## config.mk

```make
export PLATFORM = sky130hd
export DESIGN_NAME = decimating_fir_filter_core
export DESIGN_NICKNAME = d
export VERILOG_FILES = /design/src/design/dfir_pkg.sv /design/src/design/dfir_ram.sv /design/src/design/decimating_fir_filter_core.sv
export SDC_FILE = /design/constraint.sdc
export NUM_CORES = 2
export LEC_CHECK = 0
export BUFFER_PORTS_ARGS = -buffer_cell sky130_fd_sc_hd__buf_2
export CAP_MARGIN = 20
export CORE_ASPECT_RATIO = 1.1
export CORE_MARGIN = 2
export CORE_UTILIZATION = 50
export CTS_BUF_LIST = sky130_fd_sc_hd__clkbuf_8
export DETAILED_ROUTE_END_ITERATION = 6
export MAX_ROUTING_LAYER = met4
export PLACE_DENSITY = 0.65
export SLEW_MARGIN = 20
export SYNTH_ARGS = -nofsm -noshare
export SYNTH_HDL_FRONTEND = slang
export SYNTH_SLANG_ARGS = --single-unit
```

## constraint.sdc

```tcl
create_clock -name clk -period 8.6 [get_ports clk]
set_clock_uncertainty 0.2 [all_clocks]
set_input_delay 1.29 -clock clk [delete_from_list [all_inputs] [get_ports clk]]
set_output_delay 1.29 -clock clk [all_outputs]
set_load 0.02 [all_outputs]
```

## src/design/dfir_pkg.sv

```systemverilog
package dfir_pkg;

	// Filter geometry
	localparam int TAP_COUNT    = 81;
	localparam int SAMPLE_WIDTH = 16;
	localparam int ROM_TAPS     = 81;
	localparam int COEF_WIDTH   = 18;
	localparam int COEF_FRAC    = 17;
	localparam int TAP_W        = $clog2(TAP_COUNT);
	localparam int ADDR_W       = $clog2(TAP_COUNT);
	localparam int PROD_W       = SAMPLE_WIDTH + COEF_WIDTH;
	localparam int ACC_W        = PROD_W + $clog2(TAP_COUNT);

	// Decimation register
	localparam int                DECIM_W     = 5;
	localparam logic [DECIM_W-1:0] DECIM_RESET = DECIM_W'(10);
	localparam logic [DECIM_W-1:0] DECIM_MAX   = DECIM_W'(16);
	localparam int                PHASE_W     = 4;

	// Sequencer states
	typedef enum logic [1:0] {
		ST_IDLE,
		ST_MAC,
		ST_DRAIN,
		ST_DONE
	} dfir_state_t;

	// Symmetric low-pass taps, Q1.17, tap 0 meets the newest sample
	localparam logic signed [COEF_WIDTH-1:0] COEF_ROM [ROM_TAPS] = '{
		18'sd79, 18'sd69, 18'sd50, 18'sd23, -18'sd15, -18'sd62, -18'sd116, -18'sd171,
		-18'sd218, -18'sd246, -18'sd242, -18'sd195, -18'sd100, 18'sd44, 18'sd226,
		18'sd430, 18'sd626, 18'sd781, 18'sd860, 18'sd828, 18'sd662, 18'sd353, -18'sd89,
		-18'sd631, -18'sd1218, -18'sd1775, -18'sd2214, -18'sd2444, -18'sd2379,
		-18'sd1950, -18'sd1116, 18'sd130, 18'sd1751, 18'sd3674, 18'sd5788, 18'sd7953,
		18'sd10015, 18'sd11818, 18'sd13222, 18'sd14113, 18'sd14418,
		18'sd14113, 18'sd13222, 18'sd11818, 18'sd10015, 18'sd7953, 18'sd5788,
		18'sd3674, 18'sd1751, 18'sd130, -18'sd1116, -18'sd1950, -18'sd2379,
		-18'sd2444, -18'sd2214, -18'sd1775, -18'sd1218, -18'sd631, -18'sd89, 18'sd353,
		18'sd662, 18'sd828, 18'sd860, 18'sd781, 18'sd626, 18'sd430, 18'sd226, 18'sd44,
		-18'sd100, -18'sd195, -18'sd242, -18'sd246, -18'sd218, -18'sd171, -18'sd116,
		-18'sd62, -18'sd15, 18'sd23, 18'sd50, 18'sd69, 18'sd79
	};

	// Taps past the ROM carry a zero coefficient
	function automatic logic signed [COEF_WIDTH-1:0] coef_at(input logic [TAP_W-1:0] k);
		logic signed [COEF_WIDTH-1:0] c;
		c = '0;
		if (int'(k) < ROM_TAPS) begin
			c = COEF_ROM[int'(k)];
		end
		return c;
	endfunction

endpackage

```

## src/design/dfir_ram.sv

```systemverilog
module dfir_ram #(
	parameter int WIDTH = 16,
	parameter int DEPTH = 81
) (
	input  logic                     clk,
	input  logic                     we,
	input  logic [$clog2(DEPTH)-1:0] waddr,
	input  logic [WIDTH-1:0]         wdata,
	input  logic [$clog2(DEPTH)-1:0] raddr,
	output logic [WIDTH-1:0]         rdata
);

	logic [WIDTH-1:0] mem_q [DEPTH];

	// One write port, one registered read port
	always_ff @(posedge clk) begin
		if (we) begin
			mem_q[waddr] <= wdata;
		end
		rdata <= mem_q[raddr];
	end

endmodule

```

## src/design/decimating_fir_filter_core.sv

```systemverilog
// Decimating 81-tap low-pass FIR. Each item on the sample_in channel is one
// signed Q1.15 sample shifted into an 81-deep delay line (zero after reset).
// Every Nth sample (N = decimation_factor, 0 acts as 1, above 16 acts as 16)
// produces one rounded, saturated Q1.15 item on filtered_out; other samples
// produce nothing. A sample that produces no result leaves sample_in_ready high.
// A sample that produces a result holds sample_in_ready low after its accept
// until the result is loaded into the output register: one shared 16x18
// multiplier walks the 81 taps, one per cycle, out of the delay-line RAM, then
// the RAM-read and multiply stages drain and a rounding state follows. The
// rounding state stretches while the previous result still waits on filtered_out.
// Writing decimation_factor leaves the phase count and delay line as they are.
module decimating_fir_filter_core (
	input  logic                                     clk,
	input  logic                                     arst_n,
	input  logic                                     cfg_we,
	input  logic [dfir_pkg::DECIM_W-1:0]             cfg_wdata,
	input  logic                                     sample_in_valid,
	output logic                                     sample_in_ready,
	input  logic signed [dfir_pkg::SAMPLE_WIDTH-1:0] sample_in,
	output logic                                     filtered_out_valid,
	input  logic                                     filtered_out_ready,
	output logic signed [dfir_pkg::SAMPLE_WIDTH-1:0] filtered_out
);

	import dfir_pkg::*;

	localparam logic [ADDR_W-1:0] LAST_ADDR = ADDR_W'(TAP_COUNT - 1);
	localparam logic [TAP_W-1:0]  LAST_TAP  = TAP_W'(TAP_COUNT - 1);
	localparam logic signed [ACC_W-1:0] RND_HALF = ACC_W'(1) << (COEF_FRAC - 1);
	localparam logic signed [ACC_W-1:0] SAT_HI   = ACC_W'((1 << (SAMPLE_WIDTH - 1)) - 1);
	localparam logic signed [ACC_W-1:0] SAT_LO   = -SAT_HI - ACC_W'(1);

	dfir_state_t                   state_q, state_d;
	logic [DECIM_W-1:0]            decim_q;
	logic [PHASE_W-1:0]            phase_q;
	logic [ADDR_W-1:0]             newest_q;
	logic [ADDR_W-1:0]             wr_addr;
	logic [ADDR_W-1:0]             rd_addr_q;
	logic [TAP_W-1:0]              tap_q;
	logic [TAP_COUNT-1:0]          vld_q;
	logic                          rd_vld_s1;
	logic                          ent_vld_s1;
	logic signed [COEF_WIDTH-1:0]  coef_s1;
	logic [SAMPLE_WIDTH-1:0]       ram_rdata;
	logic signed [SAMPLE_WIDTH-1:0] op_s1;
	logic                          mul_vld_s2;
	logic signed [PROD_W-1:0]      prod_s2;
	logic signed [ACC_W-1:0]       acc_q;
	logic signed [ACC_W-1:0]       rnd_sum;
	logic signed [ACC_W-1:0]       rnd_shift;
	logic signed [SAMPLE_WIDTH-1:0] sat_val;
	logic                          out_vld_q;
	logic signed [SAMPLE_WIDTH-1:0] out_q;
	logic [DECIM_W-1:0]            decim_n;
	logic                          in_acc;
	logic                          emit;
	logic                          issue;
	logic                          load_out;

	// Effective decimation, clamped to 1..16
	always_comb begin
		priority if (decim_q == '0) begin
			decim_n = DECIM_W'(1);
		end else if (decim_q > DECIM_MAX) begin
			decim_n = DECIM_MAX;
		end else begin
			decim_n = decim_q;
		end
	end

	assign in_acc  = sample_in_valid && sample_in_ready;
	assign emit    = ({1'b0, phase_q} + DECIM_W'(1)) >= decim_n;
	assign wr_addr = (newest_q == LAST_ADDR) ? '0 : newest_q + ADDR_W'(1);

	// Sequencer
	always_ff @(posedge clk or negedge arst_n) begin
		if (!arst_n) begin
			state_q <= ST_IDLE;
		end else begin
			state_q <= state_d;
		end
	end

	always_comb begin
		state_d         = state_q;
		sample_in_ready = 1'b0;
		issue           = 1'b0;
		load_out        = 1'b0;
		unique case (state_q)
			ST_IDLE: begin
				sample_in_ready = 1'b1;
				if (sample_in_valid && emit) begin
					state_d = ST_MAC;
				end
			end
			ST_MAC: begin
				issue = 1'b1;
				if (tap_q == LAST_TAP) begin
					state_d = ST_DRAIN;
				end
			end
			ST_DRAIN: begin
				if (!rd_vld_s1 && !mul_vld_s2) begin
					state_d = ST_DONE;
				end
			end
			ST_DONE: begin
				if (!out_vld_q || filtered_out_ready) begin
					load_out = 1'b1;
					state_d  = ST_IDLE;
				end
			end
			default: state_d = ST_IDLE;
		endcase
	end

	// Config register, phase count, write pointer, entry valid bits
	always_ff @(posedge clk or negedge arst_n) begin
		if (!arst_n) begin
			decim_q  <= DECIM_RESET;
			phase_q  <= '0;
			newest_q <= LAST_ADDR;
			vld_q    <= '0;
		end else begin
			if (cfg_we) begin
				decim_q <= cfg_wdata;
			end
			if (in_acc) begin
				newest_q       <= wr_addr;
				vld_q[wr_addr] <= 1'b1;
				phase_q        <= emit ? '0 : phase_q + PHASE_W'(1);
			end
		end
	end

	// Read address walks from newest toward oldest, tap index climbs
	always_ff @(posedge clk) begin
		if (in_acc) begin
			rd_addr_q <= wr_addr;
			tap_q     <= '0;
		end else if (issue) begin
			rd_addr_q <= (rd_addr_q == '0) ? LAST_ADDR : rd_addr_q - ADDR_W'(1);
			tap_q     <= tap_q + TAP_W'(1);
		end
	end

	// Delay line storage
	dfir_ram #(
		.WIDTH(SAMPLE_WIDTH),
		.DEPTH(TAP_COUNT)
	) u_dline (
		.clk  (clk),
		.we   (in_acc),
		.waddr(wr_addr),
		.wdata(sample_in),
		.raddr(rd_addr_q),
		.rdata(ram_rdata)
	);

	// MAC pipeline control
	always_ff @(posedge clk or negedge arst_n) begin
		if (!arst_n) begin
			rd_vld_s1  <= 1'b0;
			mul_vld_s2 <= 1'b0;
		end else begin
			rd_vld_s1  <= issue;
			mul_vld_s2 <= rd_vld_s1;
		end
	end

	// Stage 1: coefficient and entry-valid alongside RAM data
	always_ff @(posedge clk) begin
		coef_s1    <= coef_at(tap_q);
		ent_vld_s1 <= vld_q[rd_addr_q];
	end

	// Never-written entries read as zero
	assign op_s1 = ent_vld_s1 ? $signed(ram_rdata) : '0;

	// Stage 2: shared multiplier
	always_ff @(posedge clk) begin
		prod_s2 <= PROD_W'(op_s1 * coef_s1);
	end

	// Accumulator
	always_ff @(posedge clk) begin
		if (in_acc) begin
			acc_q <= '0;
		end else if (mul_vld_s2) begin
			acc_q <= acc_q + ACC_W'(prod_s2);
		end
	end

	// Round half up, shift to Q1.15, saturate
	assign rnd_sum   = acc_q + RND_HALF;
	assign rnd_shift = rnd_sum >>> COEF_FRAC;
	always_comb begin
		priority if (rnd_shift > SAT_HI) begin
			sat_val = SAT_HI[SAMPLE_WIDTH-1:0];
		end else if (rnd_shift < SAT_LO) begin
			sat_val = SAT_LO[SAMPLE_WIDTH-1:0];
		end else begin
			sat_val = rnd_shift[SAMPLE_WIDTH-1:0];
		end
	end

	// Output register
	always_ff @(posedge clk or negedge arst_n) begin
		if (!arst_n) begin
			out_vld_q <= 1'b0;
		end else if (load_out) begin
			out_vld_q <= 1'b1;
		end else if (filtered_out_ready) begin
			out_vld_q <= 1'b0;
		end
	end

	always_ff @(posedge clk) begin
		if (load_out) begin
			out_q <= sat_val;
		end
	end

	assign filtered_out_valid = out_vld_q;
	assign filtered_out       = out_q;

`ifndef NO_ASSERTIONS
	// An emitting sample starts a tap walk
	a_emit_starts_mac: assert property (@(posedge clk) disable iff (!arst_n)
		(in_acc && emit) |=> (state_q == ST_MAC && tap_q == '0))
		else $error("emitting item did not start the tap walk");

	// Pointers stay inside the delay line
	a_ptr_range: assert property (@(posedge clk) disable iff (!arst_n)
		(newest_q <= LAST_ADDR) && (rd_addr_q <= LAST_ADDR || state_q == ST_IDLE))
		else $error("delay line pointer out of range");

	// Rounding only sees a fully drained pipeline
	a_done_drained: assert property (@(posedge clk) disable iff (!arst_n)
		(state_q == ST_DONE) |-> (!rd_vld_s1 && !mul_vld_s2))
		else $error("result formed before MAC pipeline drained");

	// A pending result is never overwritten
	a_no_overwrite: assert property (@(posedge clk) disable iff (!arst_n)
		load_out |-> (!out_vld_q || filtered_out_ready))
		else $error("output register overwritten while held");
`endif

endmodule

```

Word-level counts from Yosys, hierarchy flattened. Memories as Yosys holds them, arrays and structs flattened. A register that Yosys moved wholly into a read port is not among the register bits. Cells that the tools add are included. Widths: inputs -> output; s select.

Bits in registers: 208. Latch bits: 0. Memory bits (writable): 1296. ROM bits: 2304. Input port bits: 26. Output and inout bits: 18. Memories: 2.

Memories: (no name shown) (words 128, width 18, rd ports 1, clocked after memory_dff 1, wr ports 0, line dfir_pkg.sv:49) `c = COEF_ROM[int'(k)];`; u_dline.mem_q (words 81, width 16, rd ports 1, clocked after memory_dff 1, wr ports 1, line dfir_ram.sv:13) `logic [WIDTH-1:0] mem_q [DEPTH];`.

$add $sub $neg: 7. Multiply operators: 1. Div/mod/pow operators: 0. $lt $le $gt $ge: 8. Equal/unequal tests: 9. Shift operators: 0. Muxes and demuxes: 26. Bitwise logic cells: 2. Reductions and logical operators: 15.

Operators by type and width (count): $or 81x81->81 (1); $add 41x18->41 const B (1); $add 41x34->41 (1); $mul 16x18->34 (1); $mux 16 (2); $not 7->32 (1); $mux 7 (4); $gt 24x16->1 const B (1); $lt 24x16->1 const B (1); $lt 7x8->1 const B (2); $add 7x1->7 const B (2); $eq 7x7->1 const B (2); $mux 1 (10); $mux 5 (2); $mux 2 (4); $ne 2x2->1 const B (4); $pmux 2 s4 (1); $bmux 1 s7 (1); $demux 1 s7 (1); $ge 7x1->1 const B (1); $logic_not 7->1 (1); $lt 7x7->1 const B (1); $sub 7x1->7 const B (1); $add 4x1->5 const B (1); 13 further kinds (21).

Depth between registers and ports, before layout.
Depth in word-level cells: 7. Gate-level depth with buffers: 26. Mapped depth without buffers: 25.

Hierarchy. Synthesis repeated with hierarchy kept, for this count alone.

Cells, all modules: 4650. Area, all modules: 72691.0 um^2.

Modules (own cells, without submodules): dfir_ram (instances 1, cells an instance 2166, area an instance 49980.4 um^2); decimating_fir_filter_core (instances 1, cells an instance 2484, area an instance 22710.5 um^2).

Worst setup path after synthesis. OpenSTA, ideal clock, no wires.

Path kind: reg2reg. Start: register ent_vld_s1. End: register prod_s2[31]. Arrival time: 6.195 ns. Data required time: 8.328 ns. Slack: 2.132 ns. Stages on the path, launching flop included: 24. Path buffers: 2. Clock period less this slack: 6.468 ns. Cells stage by stage: dfxtp_1 clkbuf_1 and2_1 clkbuf_1 nand2_1 fa_1 inv_1 fa_1 inv_1 fa_1 inv_1 fa_1 fa_1 inv_1 fa_1 inv_1 ha_1 a21oi_1 o21ai_1 a221o_1 a221o_1 a211o_1 a21oi_1 xnor2_1.

Longest elaborated chain between the ends: 2.

RTL lines: start, declared (line decimating_fir_filter_core.sv:42) `logic ent_vld_s1;`; start signal, assigned (line decimating_fir_filter_core.sv:174) `ent_vld_s1 <= vld_q[rd_addr_q];`; $mux 16 (line decimating_fir_filter_core.sv:178) `assign op_s1 = ent_vld_s1 ? $signed(ram_rdata) : '0;`; $mul 16x18->34 (line decimating_fir_filter_core.sv:182) `prod_s2 <= PROD_W'(op_s1 * coef_s1);`; end signal, assigned (line decimating_fir_filter_core.sv:182); end, declared (line decimating_fir_filter_core.sv:47) `logic signed [PROD_W-1:0] prod_s2;`.

Every way passes these cells. A chain may end at the register's enable or synchronous reset.

Worst setup path after layout.
Start: register ent_vld_s1. End: register prod_s2[32].

The elaborated chain is that of the path after synthesis.

==> qor.csv <==
stage,metric,value,unit
setup_path,crit-path max FO,37,
min_path,Hold WC Path Type,in -> async,
clock_network,CTS H-tree lvls,4,
logic_synthesis,post-synthesis sequential area ratio,0.616,
status,status,completed,
sta,setup_tns,0,ns
cells_and_area,Register Area,0.0445,mm2
route,Via Count,39600,
logic_synthesis,Synth Register Bits,1535,
grt,initial antenna violation count,3,
grt,vias in the first global route,40800,
cells_and_area,"non-filler cells, final",6812,
logic_synthesis,ys flop type,edfxtp_1,
cells_and_area,layout cell share with drive strength beyond 1,0.218,
die,I/O pin total,44,
grt,overall global routing resource usage,0.241,
die,Die Y,403,um
pwr,pwr dens,322,mW/mm2
setup_path,crit path launch type,register,
clock_network,CTS Sinks,1535,
placed_design,gpl congestion,0.910,
grt,first-pass GRT wire length,257000,um
cells_and_area,final design utilization,0.555,
placed_design,IO buf count,43,
die,Initial Util,0.503,
logic_synthesis,Post-Synthesis Cells,4489,
clock_network,clk slew on worst S/H paths,0.06,ns
logic_synthesis,asr flop ratio synth,0.0664,
placed_design,dpl hpwl,105000,um
placed_design,placed cells,6358,
cells_and_area,area occupied by multi-input gates,0.0256,mm2
pwr,Leak,29.5,nW
route,Wirelength per Cell,25.0,um
sta,Max-slew headroom,0.267,
route,First-pass DRT Iterations,6,
logic_synthesis,Ys Warns,0,
die,Core Region,0.144,mm2
cells_and_area,nets@finish,5106,
logic_synthesis,cell area after synthesis,0.0722,mm2
sta,final cycle utilization of the critical path,0.831,
route,Top Layer Used,met4,
grt,largest net degree at the start of global routing,102,
flow_run,max_cap viols,0,
clock_network,postcts setup bufs,0,
cells_and_area,Fillers,11400,
logic_synthesis,top post-synthesis cells by area,"edfxtp_1 (55%), mux4_2 (13%), fa_1 (7.2%), dfrtp_1 (3.4%), dfxtp_1 (3.2%)",
die,die area,0.147,mm2
setup_path,Worst Path Required,9.20,ns
pwr,maximum vdd drop,0.000313,V
logic_synthesis,number of synthesized flops with an enable pin,1319,
setup_path,CP arrival,7.75,ns
clock_network,hold_buf cts,0,
clock_network,clock latency at the later pin of the worst-skew pair,0.96,ns
clock_network,CTS tree,done,
sta,final hold violations,0,
route,routed wire length,170000,um
sta,Setup-failing EPs final,0,
grt,grt ovf,0,
sta,Fmax,140,MHz
route,DRC Markers,0,
setup_path,Worst path most repeated cell,fa_1,
route,met2 WL post-DR,87400,um
cells_and_area,area delta synth->final,10.4,%
sta,min cycle time layout,7.15,ns
sta,Slew @ Worst Pin,1.10,ns
placed_design,Placed Area,0.0750,mm2
clock_network,Longest Clk Path Bufs,3,
cells_and_area,design area,0.0797,mm2
setup_path,CP Capture Type,register,
logic_synthesis,"area leader, netlist",edfxtp_1,
logic_synthesis,commonest cells in the netlist,"edfxtp_1 (1319), mux4_2 (417), inv_1 (321)",
die,Die X,366,um
logic_synthesis,top-count cell post-synth,edfxtp_1,
clock_network,post-cts resize count,0,
sta,max-slew violation count,0,
route,Initial DRC Count,3794,
logic_synthesis,top cell type's share of synthesized area,0.549,
route,drt via density,5.82,
sta,RSZ-0062 raised after global routing,false,
clock_network,CTS Buf Count,235,
logic_synthesis,Yosys cell types,77,
logic_synthesis,syn_nets,4924,
clock_network,root buf cell,clkbuf_8,
die,# rows,146,
route,post-route ant nets,0,
setup_path,Setup Crit Path Kind,reg -> reg,
setup_path,CP peak stage delay,0.66,ns
setup_path,CP Cell Sequence,"and2_1, nand2_1, inv_1, fa_1, inv_1, fa_1, inv_1, fa_1, fa_1, fa_1, inv_1, fa_1, inv_1, ha_1, o41ai_1, a21oi_1, a221o_1, nor4b_1, a311oi_1, xor2_1",
route,DR WL met3,9700,um
route,Metal-1 WL,67600,um
setup_path,Crit-path slowest cell,dfxtp_2,
logic_synthesis,syn avg cell area,16.1,um2
final timing paths:
kind / start / endpoint / slack, ns / cells after the start
worst max register to register: ent_vld_s1$_DFF_P_ / prod_s2[32]$_DFF_P_ / 1.45 / 20
worst max-delay path: ent_vld_s1$_DFF_P_ / prod_s2[32]$_DFF_P_ / 1.45 / 20
min in group clk: rd_vld_s1$_DFF_PN0_ / mul_vld_s2$_DFF_PN0_ / 0.18 / 0
worst min-delay path: arst_n / vld_q[34]$_DFFE_PN0P_ / 0.08 / 1
max in group asynchronous: arst_n / mul_vld_s2$_DFF_PN0_ / 6.84 / 2
worst min register to register: rd_vld_s1$_DFF_PN0_ / mul_vld_s2$_DFF_PN0_ / 0.18 / 0
worst max-delay path, delay by kind of cell (launching register included):
family	cells	cell delay, ns
buffers and inverters	5	0.69
AND/OR/NAND/NOR	3	0.86
AO/OA/AOI/OAI	4	1.14
adder cells (fa/ha/maj)	7	3.28
flip-flops	1	0.66
XOR/XNOR	1	0.15
power by group:
| part | switching (W) | internal (W) |
|---|---|---|
| clock network | 0.00287 | 0.00299 |
| registers | 0.000671 | 0.00860 |
| logic | 0.00604 | 0.00448 |
through the flow:
| stage | hold slack [ns] | power (W) | setup slack (ns) |
|---|---|---|---|
| after global placement | 0.160 | 0.0199 | 1.66 |
| final | 0.0803 | 0.0257 | 1.45 |
| after floorplan | 0.155 | 0.0168 | 2.13 |
| after CTS | 0.0104 | 0.0259 | 1.53 |
| after global routing | 0.0312 | 0.0272 | 1.05 |
| after detailed placement | 0.164 | 0.0200 | 1.57 |
metal layers:
layer,global-route usage,up-vias
li1,-,17400
met1,0.300,20600
met2,0.404,1355
met3,0.0361,278
met4,0.0853,0
met5,-,-
sequential cells by signal, indices dropped and copies added (netlist names):
signal,count
newest_q,7
rd_addr_q,7
tap_q,7
vld_q,81
state_q,2
filtered_out,16
rd_vld_s1,1
ent_vld_s1,1
u_dline.mem_q,1296
decim_q,5
filtered_out_valid,1
coef_s1,15
mul_vld_s2,1
phase_q,4
u_dline.rdata,16
acc_q,41
prod_s2,34
kinds of logic (layout without fill, tap and decap cells):
family | count (synthesis) | in the layout | synth area share
flip-flops | 1535 | 1535 | 0.616
buffers and inverters | 555 | 950 | 0.0311
adder cells (fa/ha/maj) | 409 | 409 | 0.0980
AND/OR/NAND/NOR | 918 | 918 | 0.0605
multiplexers | 489 | 489 | 0.140
XOR/XNOR | 95 | 95 | 0.0115
other | 0 | 4 | 0
AO/OA/AOI/OAI | 488 | 488 | 0.0428
cells in the final DEF (no fill, tap or decap), types with 42 or more instances in the layout:
master and instances:
a21oi_1 130, and3_1 130, buf_2 42, buf_4 126, clkbuf_8 264, clkinv_1 50
dfrtp_1 97, dfxtp_1 111, edfxtp_1 1319, fa_1 261, ha_1 148, inv_1 414
mux2i_1 61, mux4_2 417, nand2_1 261, nand3_1 48, nor2_1 213, nor2_2 44
o21ai_0 112, or2_2 87, xnor2_1 59
cell type report:
class,count,share of cell area
antenna,4,0.000126
clock buffer,264,0.0456
clock inverter,186,0.0126
inverter,324,0.0153
multi-input combinational,2399,0.322
sequential,1535,0.558
tap,1924,0.0302
timing repair buffer,176,0.0165
(Power assumes the default switching activity.)
